===== config.mk =====
export PLATFORM = sky130hd
export DESIGN_NAME = dead_key_compose_engine
export DESIGN_NICKNAME = d
export VERILOG_FILES = /design/src/rtl/core/dkc_pkg.sv /design/src/rtl/core/dkc_front.sv /design/src/rtl/core/dkc_fifo.sv /design/src/rtl/core/dkc_back.sv /design/src/rtl/core/dead_key_compose_engine.sv
export SDC_FILE = /design/constraint.sdc
export NUM_CORES = 1
export LEC_CHECK = 0
export ABC_AREA = 1
export BUFFER_PORTS_ARGS = -buffer_cell sky130_fd_sc_hd__buf_2
export CAP_MARGIN = 15
export CORE_MARGIN = 2
export CORE_UTILIZATION = 61
export CTS_BUF_LIST = sky130_fd_sc_hd__clkbuf_16
export CTS_CLUSTER_DIAMETER = 200
export DETAILED_ROUTE_END_ITERATION = 10
export GPL_ROUTABILITY_DRIVEN = 0
export GPL_TIMING_DRIVEN = 0
export HOLD_SLACK_MARGIN = 0.02
export PLACE_DENSITY = 0.86
export SLEW_MARGIN = 5
export SYNTH_ARGS = -nofsm -noshare
export SYNTH_HDL_FRONTEND = slang
export SYNTH_SLANG_ARGS = --single-unit

===== constraint.sdc =====
create_clock -name clk -period 4.8 [get_ports clk]
set_input_delay 0.96 -clock clk [delete_from_list [all_inputs] [get_ports clk]]
set_output_delay 0.96 -clock clk [all_outputs]
set_load 0.05 [all_outputs]

===== src/rtl/core/dkc_pkg.sv =====
// Shared types and constants for the dead-key compose engine.
package dkc_pkg;

  typedef struct packed {
    logic [31:0] key_code;
    logic [3:0]  modifiers;
  } dkc_in_t;

  typedef struct packed {
    logic       handled;
    logic       has_byte;
    logic [7:0] utf8_byte;
    logic       last;
  } dkc_out_t;

  // One classified key event: the handled flag and up to five commit bytes.
  typedef struct packed {
    logic            handled;
    logic [2:0]      nbytes;
    logic [4:0][7:0] bytes;
  } dkc_job_t;

  typedef enum logic [2:0] {
    ACC_NONE  = 3'd0,
    ACC_ACUTE = 3'd1,
    ACC_DIAER = 3'd2,
    ACC_GRAVE = 3'd3,
    ACC_CIRC  = 3'd4,
    ACC_TILDE = 3'd5
  } dkc_acc_t;

  localparam logic [31:0] KEY_BACKSPACE = 32'h0000_ff08;
  localparam logic [31:0] KEY_ESCAPE    = 32'h0000_ff1b;
  localparam logic [31:0] KEY_DELETE    = 32'h0000_ffff;
  localparam logic [31:0] KEY_INSERT    = 32'h0000_ff63;
  localparam logic [31:0] KEY_DEAD_GRV  = 32'h0000_fe50;
  localparam logic [31:0] KEY_DEAD_ACU  = 32'h0000_fe51;
  localparam logic [31:0] KEY_DEAD_CIR  = 32'h0000_fe52;
  localparam logic [31:0] KEY_DEAD_TIL  = 32'h0000_fe53;
  localparam logic [31:0] KEY_DEAD_DIA  = 32'h0000_fe57;
  localparam logic [31:0] UNI_BASE      = 32'h0100_0000;

  localparam int unsigned QDEPTH = 2;
  localparam int unsigned QAW    = 1;

endpackage


===== src/rtl/core/dkc_front.sv =====
// Front end: accent state, key classification and UTF-8 encoding of the commit text.
module dkc_front import dkc_pkg::*; (
  input  logic     clk,
  input  logic     rst_n,
  input  logic     in_valid,
  output logic     in_ready,
  input  dkc_in_t  in_data,
  input  logic     q_full,
  output logic     q_push,
  output dkc_job_t q_data
);

  dkc_acc_t   acc_r, acc_nxt;
  logic [6:0] lit_r, lit_nxt;

  logic        rel, shortcut, is_accent, is_print, is_nav, rom_hit;
  dkc_acc_t    key_acc;
  logic [6:0]  key_lit;
  logic [20:0] cp;
  logic [7:0]  rom_cp;
  logic        pre_lit;
  logic        hnd;
  logic [20:0] enc_cp;
  logic [2:0]  enc_len;
  logic [3:0][7:0] enc;
  logic        fire;

  // Composed Latin-1 letter for an accent and an ASCII letter.
  function automatic logic [8:0] rom_lookup(input dkc_acc_t a, input logic [7:0] c);
    logic [7:0] r;
    r = 8'h00;
    case (a)
      ACC_ACUTE: begin
        case (c)
          "a": r = 8'hE1; "A": r = 8'hC1; "c": r = 8'hE7; "C": r = 8'hC7;
          "e": r = 8'hE9; "E": r = 8'hC9; "i": r = 8'hED; "I": r = 8'hCD;
          "o": r = 8'hF3; "O": r = 8'hD3; "u": r = 8'hFA; "U": r = 8'hDA;
          "y": r = 8'hFD; "Y": r = 8'hDD;
          default: r = 8'h00;
        endcase
      end
      ACC_DIAER: begin
        case (c)
          "a": r = 8'hE4; "A": r = 8'hC4; "e": r = 8'hEB; "E": r = 8'hCB;
          "i": r = 8'hEF; "I": r = 8'hCF; "o": r = 8'hF6; "O": r = 8'hD6;
          "u": r = 8'hFC; "U": r = 8'hDC; "y": r = 8'hFF;
          default: r = 8'h00;
        endcase
      end
      ACC_GRAVE: begin
        case (c)
          "a": r = 8'hE0; "A": r = 8'hC0; "e": r = 8'hE8; "E": r = 8'hC8;
          "i": r = 8'hEC; "I": r = 8'hCC; "o": r = 8'hF2; "O": r = 8'hD2;
          "u": r = 8'hF9; "U": r = 8'hD9;
          default: r = 8'h00;
        endcase
      end
      ACC_CIRC: begin
        case (c)
          "a": r = 8'hE2; "A": r = 8'hC2; "e": r = 8'hEA; "E": r = 8'hCA;
          "i": r = 8'hEE; "I": r = 8'hCE; "o": r = 8'hF4; "O": r = 8'hD4;
          "u": r = 8'hFB; "U": r = 8'hDB;
          default: r = 8'h00;
        endcase
      end
      ACC_TILDE: begin
        case (c)
          "a": r = 8'hE3; "A": r = 8'hC3; "n": r = 8'hF1; "N": r = 8'hD1;
          "o": r = 8'hF5; "O": r = 8'hD5;
          default: r = 8'h00;
        endcase
      end
      default: r = 8'h00;
    endcase
    return {(r != 8'h00), r};
  endfunction

  assign fire     = in_valid && in_ready;
  assign in_ready = !q_full;
  assign q_push   = fire;
  assign rel      = in_data.modifiers[0];
  assign shortcut = |in_data.modifiers[3:1];

  always_comb begin
    is_accent = 1'b1;
    key_acc   = ACC_NONE;
    key_lit   = 7'h00;
    case (in_data.key_code)
      32'h27, KEY_DEAD_ACU: begin key_acc = ACC_ACUTE; key_lit = 7'h27; end
      32'h22, KEY_DEAD_DIA: begin key_acc = ACC_DIAER; key_lit = 7'h22; end
      32'h60, KEY_DEAD_GRV: begin key_acc = ACC_GRAVE; key_lit = 7'h60; end
      32'h5e, KEY_DEAD_CIR: begin key_acc = ACC_CIRC;  key_lit = 7'h5e; end
      32'h7e, KEY_DEAD_TIL: begin key_acc = ACC_TILDE; key_lit = 7'h7e; end
      default: is_accent = 1'b0;
    endcase
  end

  always_comb begin
    is_print = 1'b0;
    cp       = 21'h0;
    if (in_data.key_code inside {[32'h0000_0000 : 32'h0000_007f],
                                 [32'h0000_00a0 : 32'h0000_00ff]}) begin
      is_print = 1'b1;
      cp       = {13'h0, in_data.key_code[7:0]};
    end else if (in_data.key_code inside {[UNI_BASE + 32'h100 : UNI_BASE + 32'h10ffff]}) begin
      cp       = in_data.key_code[20:0];
      is_print = !(cp inside {[21'h00d800 : 21'h00dfff]});
    end
    is_nav = (in_data.key_code == KEY_DELETE) || (in_data.key_code == KEY_INSERT) ||
             (in_data.key_code inside {[32'h0000_ff50 : 32'h0000_ff57],
                                       [32'h0000_ffbe : 32'h0000_ffe0]});
    {rom_hit, rom_cp} = (cp[20:7] == 14'h0) ? rom_lookup(acc_r, cp[7:0]) : 9'h0;
  end

  // Decision per event: commit text is an optional literal and an optional code point.
  always_comb begin
    acc_nxt = acc_r;
    lit_nxt = lit_r;
    hnd     = 1'b0;
    pre_lit = 1'b0;
    enc_cp  = 21'h0;
    if (rel) begin
      hnd = 1'b0;
    end else if (acc_r == ACC_NONE) begin
      if (!shortcut && is_accent) begin
        acc_nxt = key_acc;
        lit_nxt = key_lit;
        hnd     = 1'b1;
      end
    end else if ((in_data.key_code == KEY_ESCAPE) || (in_data.key_code == KEY_BACKSPACE)) begin
      acc_nxt = ACC_NONE;
      lit_nxt = 7'h00;
      hnd     = 1'b1;
    end else if (shortcut) begin
      hnd = 1'b0;
    end else if (is_print) begin
      acc_nxt = ACC_NONE;
      lit_nxt = 7'h00;
      hnd     = 1'b1;
      if (cp == 21'h20) begin
        pre_lit = 1'b1;
      end else if (rom_hit) begin
        enc_cp = {13'h0, rom_cp};
      end else begin
        pre_lit = 1'b1;
        enc_cp  = cp;
      end
    end else if (is_nav) begin
      acc_nxt = ACC_NONE;
      lit_nxt = 7'h00;
      pre_lit = 1'b1;
    end
  end

  always_comb begin
    enc = '0;
    q_data.handled = hnd;
    if (enc_cp == 21'h0) begin
      enc_len = 3'd0;
    end else if (enc_cp < 21'h80) begin
      enc_len = 3'd1;
      enc[0]  = {1'b0, enc_cp[6:0]};
    end else if (enc_cp < 21'h800) begin
      enc_len = 3'd2;
      enc[0]  = {3'b110, enc_cp[10:6]};
      enc[1]  = {2'b10, enc_cp[5:0]};
    end else if (enc_cp < 21'h10000) begin
      enc_len = 3'd3;
      enc[0]  = {4'b1110, enc_cp[15:12]};
      enc[1]  = {2'b10, enc_cp[11:6]};
      enc[2]  = {2'b10, enc_cp[5:0]};
    end else begin
      enc_len = 3'd4;
      enc[0]  = {5'b11110, enc_cp[20:18]};
      enc[1]  = {2'b10, enc_cp[17:12]};
      enc[2]  = {2'b10, enc_cp[11:6]};
      enc[3]  = {2'b10, enc_cp[5:0]};
    end
    if (pre_lit) begin
      q_data.nbytes = enc_len + 3'd1;
      q_data.bytes  = {enc, {1'b0, lit_r}};
    end else begin
      q_data.nbytes = enc_len;
      q_data.bytes  = {8'h00, enc};
    end
  end

  always_ff @(posedge clk) begin
    if (!rst_n) begin
      acc_r <= ACC_NONE;
      lit_r <= 7'h00;
    end else if (fire) begin
      acc_r <= acc_nxt;
      lit_r <= lit_nxt;
    end
  end

  a_release_keeps_state: assert property (@(posedge clk) disable iff (!rst_n)
    fire && in_data.modifiers[0] |=> $stable(acc_r) && $stable(lit_r))
    else $error("release beat changed the accent state");

  a_pending_has_literal: assert property (@(posedge clk) disable iff (!rst_n)
    (acc_r != ACC_NONE) |-> (lit_r != 7'h00))
    else $error("pending accent without a literal");

endmodule


===== src/rtl/core/dkc_fifo.sv =====
// Two-entry queue of classified events between the front and back ends.
module dkc_fifo import dkc_pkg::*; (
  input  logic     clk,
  input  logic     rst_n,
  input  logic     push,
  input  dkc_job_t push_data,
  input  logic     pop,
  output dkc_job_t pop_data,
  output logic     full,
  output logic     not_empty
);

  dkc_job_t        mem_r [QDEPTH];
  logic [QAW-1:0]  wr_ptr_r, rd_ptr_r;
  logic [QAW:0]    count_r, count_nxt;
  logic            do_push, do_pop;

  assign full      = (count_r == (QAW+1)'(QDEPTH));
  assign not_empty = (count_r != '0);
  assign do_push   = push && !full;
  assign do_pop    = pop && not_empty;
  assign pop_data  = mem_r[rd_ptr_r];

  always_comb begin
    count_nxt = count_r;
    if (do_push && !do_pop) begin
      count_nxt = count_r + (QAW+1)'(1);
    end else if (do_pop && !do_push) begin
      count_nxt = count_r - (QAW+1)'(1);
    end
  end

  always_ff @(posedge clk) begin
    if (!rst_n) begin
      wr_ptr_r <= '0;
      rd_ptr_r <= '0;
      count_r  <= '0;
    end else begin
      count_r <= count_nxt;
      if (do_push) begin
        wr_ptr_r <= wr_ptr_r + QAW'(1);
      end
      if (do_pop) begin
        rd_ptr_r <= rd_ptr_r + QAW'(1);
      end
    end
  end

  always_ff @(posedge clk) begin
    if (do_push) begin
      mem_r[wr_ptr_r] <= push_data;
    end
  end

  a_count_bound: assert property (@(posedge clk) disable iff (!rst_n)
    count_r <= (QAW+1)'(QDEPTH))
    else $error("queue count beyond depth");

endmodule


===== src/rtl/core/dkc_back.sv =====
// Back end: plays out a queued event one UTF-8 byte per beat, or as one empty beat.
module dkc_back import dkc_pkg::*; (
  input  logic     clk,
  input  logic     rst_n,
  input  logic     q_not_empty,
  input  dkc_job_t q_data,
  output logic     q_pop,
  output logic     out_valid,
  input  logic     out_ready,
  output dkc_out_t out_data
);

  dkc_job_t   job_r;
  logic       busy_r;
  logic [2:0] idx_r;
  logic       is_last, out_fire;

  assign out_valid = busy_r;
  assign out_fire  = busy_r && out_ready;
  assign is_last   = (job_r.nbytes == 3'd0) || (idx_r + 3'd1 == job_r.nbytes);
  // A new event loads as soon as the current one has handed off its last beat.
  assign q_pop     = q_not_empty && (!busy_r || (out_fire && is_last));

  always_comb begin
    out_data.handled   = job_r.handled;
    out_data.has_byte  = (job_r.nbytes != 3'd0);
    out_data.utf8_byte = (job_r.nbytes != 3'd0) ? job_r.bytes[idx_r] : 8'h00;
    out_data.last      = is_last;
  end

  always_ff @(posedge clk) begin
    if (!rst_n) begin
      busy_r <= 1'b0;
      idx_r  <= 3'd0;
    end else if (q_pop) begin
      busy_r <= 1'b1;
      idx_r  <= 3'd0;
    end else if (out_fire) begin
      if (is_last) begin
        busy_r <= 1'b0;
        idx_r  <= 3'd0;
      end else begin
        idx_r <= idx_r + 3'd1;
      end
    end
  end

  always_ff @(posedge clk) begin
    if (q_pop) begin
      job_r <= q_data;
    end
  end

  a_empty_beat_is_last: assert property (@(posedge clk) disable iff (!rst_n)
    out_valid && !out_data.has_byte |-> out_data.last && (out_data.utf8_byte == 8'h00))
    else $error("beat without a byte is not the final beat");

  a_index_in_range: assert property (@(posedge clk) disable iff (!rst_n)
    busy_r && (job_r.nbytes != 3'd0) |-> (idx_r < job_r.nbytes) && (job_r.nbytes <= 3'd5))
    else $error("byte index past the end of the commit text");

  a_stall_holds_index: assert property (@(posedge clk) disable iff (!rst_n)
    busy_r && !out_ready |=> $stable(idx_r) && busy_r)
    else $error("index moved while the result channel stalled");

endmodule


===== src/rtl/core/dead_key_compose_engine.sv =====
// A key beat passes the event queue and the back end's job register before its
// first result beat. One key event per cycle while out_ready is high and events give
// one beat; an event with commit text gives one beat per UTF-8 byte (one to five).
// A two-entry event queue lets the key side keep going while results stall.
// Reset (rst_n low, synchronous) clears the pending accent, the queue and out_valid.
module dead_key_compose_engine import dkc_pkg::*; (
  input  logic     clk,
  input  logic     rst_n,
  input  logic     in_valid,
  output logic     in_ready,
  input  dkc_in_t  in_data,
  output logic     out_valid,
  input  logic     out_ready,
  output dkc_out_t out_data
);

  logic     q_push, q_pop, q_full, q_not_empty;
  dkc_job_t push_job, pop_job;

  dkc_front u_front (
    .clk      (clk),
    .rst_n    (rst_n),
    .in_valid (in_valid),
    .in_ready (in_ready),
    .in_data  (in_data),
    .q_full   (q_full),
    .q_push   (q_push),
    .q_data   (push_job)
  );

  dkc_fifo u_fifo (
    .clk       (clk),
    .rst_n     (rst_n),
    .push      (q_push),
    .push_data (push_job),
    .pop       (q_pop),
    .pop_data  (pop_job),
    .full      (q_full),
    .not_empty (q_not_empty)
  );

  dkc_back u_back (
    .clk         (clk),
    .rst_n       (rst_n),
    .q_not_empty (q_not_empty),
    .q_data      (pop_job),
    .q_pop       (q_pop),
    .out_valid   (out_valid),
    .out_ready   (out_ready),
    .out_data    (out_data)
  );

endmodule

==> summary.txt, run 1 <==
status - finished clean
proportion of layout cells with a drive suffix above 1 - 17.2%
vias in the first global route - 5991
Leakage - 3.88 nW
Top Family by Delay on Critical Path - simple AND/OR/NAND/NOR gates
CTS sink count - 139
synth top area cells - edfxtp_1, nand2_1, nor2_1
CORE AREA - 0.0126 mm^2
CP Buf/Inv Count - 7
Post-synth EDFFs - 123
async set-reset flop share out of synthesis - 0%
post-synthesis cell area - 0.00782 mm^2
Main synth FF type - edfxtp_1
gate count after technology mapping - 916
Synth cell types - 55
post-cts sizing count - 0
Max IR drop VDD - 294 uV
fin area - 0.00892 mm^2
Worst Hold Slack - 0.472 ns
M2 GR Usage - 50.7%
CTS H-tree lvls - 4
post-route ant nets - 0
drt pass-1 iters - 5
Final Critical Period - 4.02 ns
register area share after synthesis - 51.3%
Post-synth top cells - nand2_1, edfxtp_1, nor2_1
Yosys Warn Count - 0
gr busiest metal - met2
I/O Buffers - 49
syn nets - 959
met3 GRT Util - 4.22%
Synth area leader - edfxtp_1
Final period util - 83.8%
Via density - 5.62
Syn Area/Cell - 8.54 um^2
Fin. Hold Viols - 0
Fin Setup TNS - 0 ns
Worst Max-Slew Pin Slew - 0.984 ns
FF+latch count, synth - 139
WP data required - 4.95 ns
hold buffer count at cts - 0
Antenna Cells - 0
Chip Width - 117 um
f_max - 0.249 GHz
Slew Viols, Final - 0
final wirelength - 18.5 mm
routed len/inst - 15.8 um
Final Setup Violations - 0
largest net degree at the start of global routing - 42
Hold Path Class - flop to flop
CTS tree - done
first-pass GRT wire length - 29.1 mm
hpwl dp - 13.8 mm
Final #Nets - 1029
Synth-to-Final Area Change - 14.0%
gr usage total - 27.8%
initial core utilization - 62.2%
I/O Pins - 53
number of remaining DRC errors - 0
Layout Skew - 0.00609 ns
Starting DRT DRC Count - 683
RSZ-0062 raised after global routing - false
slowest stage delay, CP - 0.30 ns
CTS max path bufs - 2
Arrival @ worst endpoint - 4.17 ns
overflow left after global routing - 0
post-CTS setup buffer count - 0
Placement Rows - 41
Tot Pwr - 0.00425 W
die area - 0.0137 mm^2
Clock transition at path regs - 0.06 ns
worst rel slew slack - 33.9%
crit-path most repeated cell - nand2_1
antenna violations before repair - 0
crit path max fanout - 10
Slowest cell on crit path - nor3_2
Crit Path Category - input port to flop
clk_lat worst skew - 0.41 ns
CP Launch Type - input port
most frequent cell after synthesis - nand2_1
grt met1 use - 33.7%
Synth top area share - 47.2%
Die Ht - 117 um
pwr/cell area - 477 mW/mm^2
Placed Area - 0.00834 mm^2
routed vias - 6578
TritonCTS buffer count - 17
Max Cap Viol - 0
Root Buffer - clkbuf_16
crit end category - flop
cells in the final DEF, fill, tap and decap left out, types with 7 or more instances in the layout:
master	count
a211oi_1	7
a21oi_1	31
buf_2	57
clkbuf_1	17
clkbuf_16	17
dfxtp_1	16
edfxtp_1	123
inv_1	85
nand2_1	271
nand2_2	14
nand3_1	41
nand3_2	9
nand4_1	18
nor2_1	115
nor2_2	10
nor3_1	19
o21ai_0	35
o22ai_1	11
report_power, final:
group	switching, W	internal, W
combinational	0.000895	0.000268
clock	0.000484	0.000761
sequential	0.000105	0.00174
per-stage QoR:
step                cells  worst slack, ns  utilization (%)
CTS                  1171            0.865             70.9
detailed placement   1139            0.451             66.3
global placement     1137            0.538             65.9
floorplan             916             1.10                -
finish               1171            0.779             70.9
global route         1171            0.550             70.9
final timing paths:
| check | startpoint | endpoint | slack, ns | depth (start not counted) |
|---|---|---|---|---|
| max reg2reg | u_front.acc_r[0]$_SDFFE_PN0P_ | u_fifo.mem_r[0][42]$_DFFE_PP_ | 1.50 | 19 |
| min reg2reg | u_front.lit_r[0]$_SDFFE_PN0P_ | u_front.lit_r[0]$_SDFFE_PN0P_ | 0.47 | 2 |
| max | in_data[5] | u_fifo.mem_r[0][42]$_DFFE_PP_ | 0.78 | 25 |
| min | u_front.lit_r[0]$_SDFFE_PN0P_ | u_front.lit_r[0]$_SDFFE_PN0P_ | 0.47 | 2 |
flip-flops by register name, indices dropped and copies added (netlist names):
| register | flops |
|---|---|
| u_back.out_data | 1 |
| u_back.out_valid | 1 |
| u_fifo.mem_r | 82 |
| u_fifo.wr_ptr_r | 1 |
| u_fifo.rd_ptr_r | 1 |
| u_back.job_r | 40 |
| u_fifo.count_r | 2 |
| u_front.acc_r | 2 |
| u_back.idx_r | 3 |
| u_front.lit_r | 6 |
worst register-to-register path, stage by stage, from the launching register on:
cell      delay [ns]
dfxtp_1         0.34
nor3_1          0.51
inv_1           0.18
nand2_1         0.21
nor3_4          0.08
nand2_2         0.10
inv_4           0.07
nand2_1         0.13
nand3_1         0.13
nor2_2          0.14
nand3_4         0.11
buf_12          0.17
clkinv_8        0.07
nand3_2         0.11
nand2_1         0.08
inv_1           0.04
ha_1            0.18
nand2_1         0.08
xor2_1          0.22
inv_1           0.10
per-layer routing:
metal	routed length (um)	part of all wire (%)	up-vias
met5	0	0	-
met2	9400	51	296
met4	388	2.1	0
met3	1280	6.9	37
met1	7460	40	3021
li1	-	-	3224
cell type report:
| cell class | instances | area, um^2 |
|---|---|---|
| clock inverters | 15 | 153 |
| inverters | 95 | 379 |
| multi-input cells | 650 | 3250 |
| well taps | 172 | 215 |
| fillers | 922 | 3650 |
| clock buffers | 17 | 425 |
| repair buffers | 51 | 285 |
| flip-flops and latches | 139 | 4010 |
| plain buffers | 32 | 193 |
cell families after synthesis:
group / synth area share, %
AOI/OAI and AO/OA: 8.75
xor gates and xnor gates: 0.560
adders and majority gates: 0.480
buffers and inverters: 7.31
DFF: 51.3
and+or+nand+nor: 31.6
No activity file was read; power rests on OpenSTA's default activity.
==> run 2: changes to the inputs <==
--- a/config.mk
+++ b/config.mk
@@ -5,7 +5,7 @@
 export SDC_FILE = /design/constraint.sdc
 export NUM_CORES = 1
 export LEC_CHECK = 0
-export ABC_AREA = 1
+export ABC_AREA = 0
 export BUFFER_PORTS_ARGS = -buffer_cell sky130_fd_sc_hd__buf_2
 export CAP_MARGIN = 15
 export CORE_MARGIN = 2
==> constraint.sdc (replaced) <==
create_clock -name clk -period 4 [get_ports clk]
set_input_delay 0.8 -clock clk [delete_from_list [all_inputs] [get_ports clk]]
set_output_delay 0.8 -clock clk [all_outputs]
set_load 0.05 [all_outputs]
==> summary.txt, run 2 <==
status - finished clean
Max Cap Viol - 0 (unchanged)
CTS max path bufs - 2 (unchanged)
post-synthesis cell area - 0.00744 mm^2 (-4.9%)
register area share after synthesis - 54.0% (+2.6 points)
CORE AREA - 0.0120 mm^2 (-4.8%)
Cells after DPL - 865 (-24%)
FF-to-FF Start - u_front.lit_r[4]$_SDFFE_PN0P_
Post-synth top cells - edfxtp_1, nor2_1, mux2_2
Synth top area share - 49.7% (+2.4 points)
post-route ant nets - 0 (unchanged)
Biggest register - u_fifo.mem_r
Final period util - 98.3%
pwr/cell area - 576 mW/mm^2 (+21%)
Clock transition at path regs - 0.06 ns (about the same)
Top Registers - u_fifo.mem_r (82), u_back.job_r (40), u_front.lit_r (6)
number of remaining DRC errors - 0 (unchanged)
I/O Pins - 53 (unchanged)
Antenna Cells - 0 (unchanged)
fin cells - 900 (-23%)
r2r setup slk - 0.26 ns (-1.24 ns)
Synth area leader - edfxtp_1
Synth cell types - 77 (+40%)
Via density - 6.85 (+22%)
hold_sp - u_front.lit_r[0]$_SDFFE_PN0P_
gate count after technology mapping - 665 (-27%)
Reg-to-Reg End - u_fifo.mem_r[0][9]$_DFFE_PP_
FF+latch count, synth - 139 (unchanged)
M2 GR Usage - 51.0% (+0.28 points)
Post-synth EDFFs - 123 (unchanged)
Placement Rows - 40 (-2.4%)
synth top area cells - edfxtp_1, mux2_2, dfxtp_1
worst reg-to-reg path cell count - 9 (-10)
RSZ-0062 raised after global routing - false
Starting DRT DRC Count - 1017 (+49%)
Worst Max-Slew Pin Slew - 1.04 ns (+0.0580 ns)
CP Launch Type - input port
hold buffer count at cts - 0 (unchanged)
hold depth - 2 (unchanged)
Arrival @ worst endpoint - 4.05 ns (-0.12 ns)
Final Setup Violations - 0 (unchanged)
antenna violations before repair - 0 (unchanged)
met3 GRT Util - 6.25% (+2.0 points)
Leakage - 2.90 nW (-25%)
Max IR drop VDD - 434 uV (+48%)
hpwl dp - 13.4 mm (-2.6%)
TritonCTS buffer count - 17 (unchanged)
routed len/inst - 21.8 um (+38%)
grt met1 use - 37.3% (+3.6 points)
CTS sink count - 139 (unchanged)
gr usage total - 30.6% (+2.8 points)
Hold Path Class - flop to flop
hold path endpoint - u_front.lit_r[0]$_SDFFE_PN0P_
gr busiest metal - met2
Slew Viols, Final - 0 (unchanged)
first-pass GRT wire length - 30.5 mm (+4.8%)
die area - 0.0131 mm^2 (-4.7%)
f_max - 0.254 GHz
Final Critical Period - 3.93 ns
Synth-to-Final Area Change - 15.5%
Yosys Warn Count - 0 (unchanged)
commonest non-fill, non-tap cell in the layout - edfxtp_1
largest net degree at the start of global routing - 36 (-14%)
Layout Skew - 0.0114 ns (+0.00527 ns)
overflow left after global routing - 0 (unchanged)
drt pass-1 iters - 6 (+1)
I/O Buffers - 50 (+2.0%)
clk_lat worst skew - 0.42 ns (about the same)
CTS tree - done
most frequent cell after synthesis - edfxtp_1
Die Ht - 114 um (-2.4%)
routed vias - 6167 (-6.2%)
final setup margin - 0.0685 ns (-0.710 ns)
Final #Nets - 783 (-24%)
Syn Area/Cell - 11.2 um^2 (+31%)
Main synth FF type - edfxtp_1
pre-CTS WS - -0.478 ns (-0.929 ns)
Fin. Hold Viols - 0 (unchanged)
Chip Width - 114 um (-2.4%)
initial core utilization - 62.2% (about the same)
crit path max fanout - 10 (unchanged)
vias in the first global route - 5843 (-2.5%)
syn nets - 708 (-26%)
final wirelength - 19.6 mm (+5.9%)
Root Buffer - clkbuf_16
WP data required - 4.12 ns (-0.83 ns)
worst rel slew slack - 30.0% (-3.9 points)
Largest register FFs - 82 (unchanged)
proportion of layout cells with a drive suffix above 1 - 22.3% (+5.1 points)
crit end category - flop
most frequent cells in the layout - edfxtp_1, buf_2, nor2_1
Crit Path Category - input port to flop
async set-reset flop share out of synthesis - 0% (unchanged)
CTS H-tree lvls - 4 (unchanged)
[run 2: cell types whose count changed in the layout (fill, tap and decap cells not counted), moves of 18 or more]
cell / delta
inv_1: -65
mux2_2: +44
nand2_1: -228
nand2b_1: +18
nand3_1: -19
nor2_1: -70
[run 2: what timing repair did]
item                       in CTS  in global routing
gates resized for setup         1                  5
buffers inserted                0                  3
setup endpoints to repair       4                 13
gates cloned                    0                  0
pin swaps                       0                  1
[run 2: cell type report]
cell class,count,area (um^2)
clock buffers,17,425
repair buffers,56,340
well taps,147,184
plain buffers,45,193
clock inverters,15,159
inverters,19,71.3
flip-flops and latches,139,4010
multi-input cells,462,3200
fillers,773,3370
[run 2: per-stage QoR]
stage | cell area (um^2) | util, % | hold slack [ns] | total power [W] | TNS [ns]
2_1_floorplan | 7440 | - | 0.445 | 0.00303 | 0
6_report | 8590 | 71.8 | 0.505 | 0.00495 | 0
5_1_grt | 8590 | 71.8 | 0.518 | 0.00511 | 0
3_3_place_gp | 7880 | 65.8 | 0.459 | 0.00330 | -8.72
3_5_place_dp | 7960 | 66.5 | 0.478 | 0.00340 | -9.81
4_1_cts | 8540 | 71.4 | 0.491 | 0.00495 | 0
[run 2: logic make-up (layout without fill, tap and decap cells)]
| logic type | count (synthesis) | in the layout | share of synthesized area [%] |
|---|---|---|---|
| and+or+nand+nor | 245 | 245 | 17.9 |
| muxes | 59 | 59 | 9.86 |
| buffers and inverters | 64 | 152 | 3.55 |
| adders and majority gates | 3 | 3 | 0.505 |
| xor gates and xnor gates | 7 | 7 | 0.824 |
| DFF | 139 | 139 | 54.0 |
| AOI/OAI and AO/OA | 148 | 148 | 13.4 |
[run 2: report_power, final]
| part | switching [W] | internal [W] |
|---|---|---|
| Combinational | 0.000824 | 0.000440 |
| Clock | 0.000572 | 0.000966 |
| Sequential | 0.000131 | 0.00202 |
| Total | 0.00153 | 0.00343 |
[run 2: critical path, stage by stage]
cell and delay (ns):
buf_2 0.11, buf_2 0.20, and2_1 0.33, o31ai_1 0.14, and2_1 0.19, o311ai_1 0.63
a21oi_2 0.28, or4_1 0.51, clkbuf_2 0.20, nor2_1 0.42, o22ai_1 0.24
[run 2: how the worst max path moves through the flow]
stage                                 startpoint                             end  slack (ns)
floorplan           u_back.idx_r[0]$_SDFFE_PP0P_  u_fifo.count_r[1]$_SDFFE_PN0P_        0.26
global placement    u_back.idx_r[0]$_SDFFE_PP0P_  u_fifo.count_r[1]$_SDFFE_PN0P_       -0.38
detailed placement                    in_data[6]   u_fifo.mem_r[1][12]$_DFFE_PP_       -0.48
CTS                                  in_data[20]   u_fifo.mem_r[1][41]$_DFFE_PP_        0.12
global route                          in_data[6]   u_fifo.mem_r[0][12]$_DFFE_PP_        0.01
finish                                in_data[6]   u_fifo.mem_r[1][12]$_DFFE_PP_        0.07
[run 2: metal layers]
metal | wire length [um] | part of all wire [%]
met1 | 7270 | 37
met2 | 9520 | 49
met3 | 1760 | 8.9
met4 | 1060 | 5.4
met5 | 0 | 0
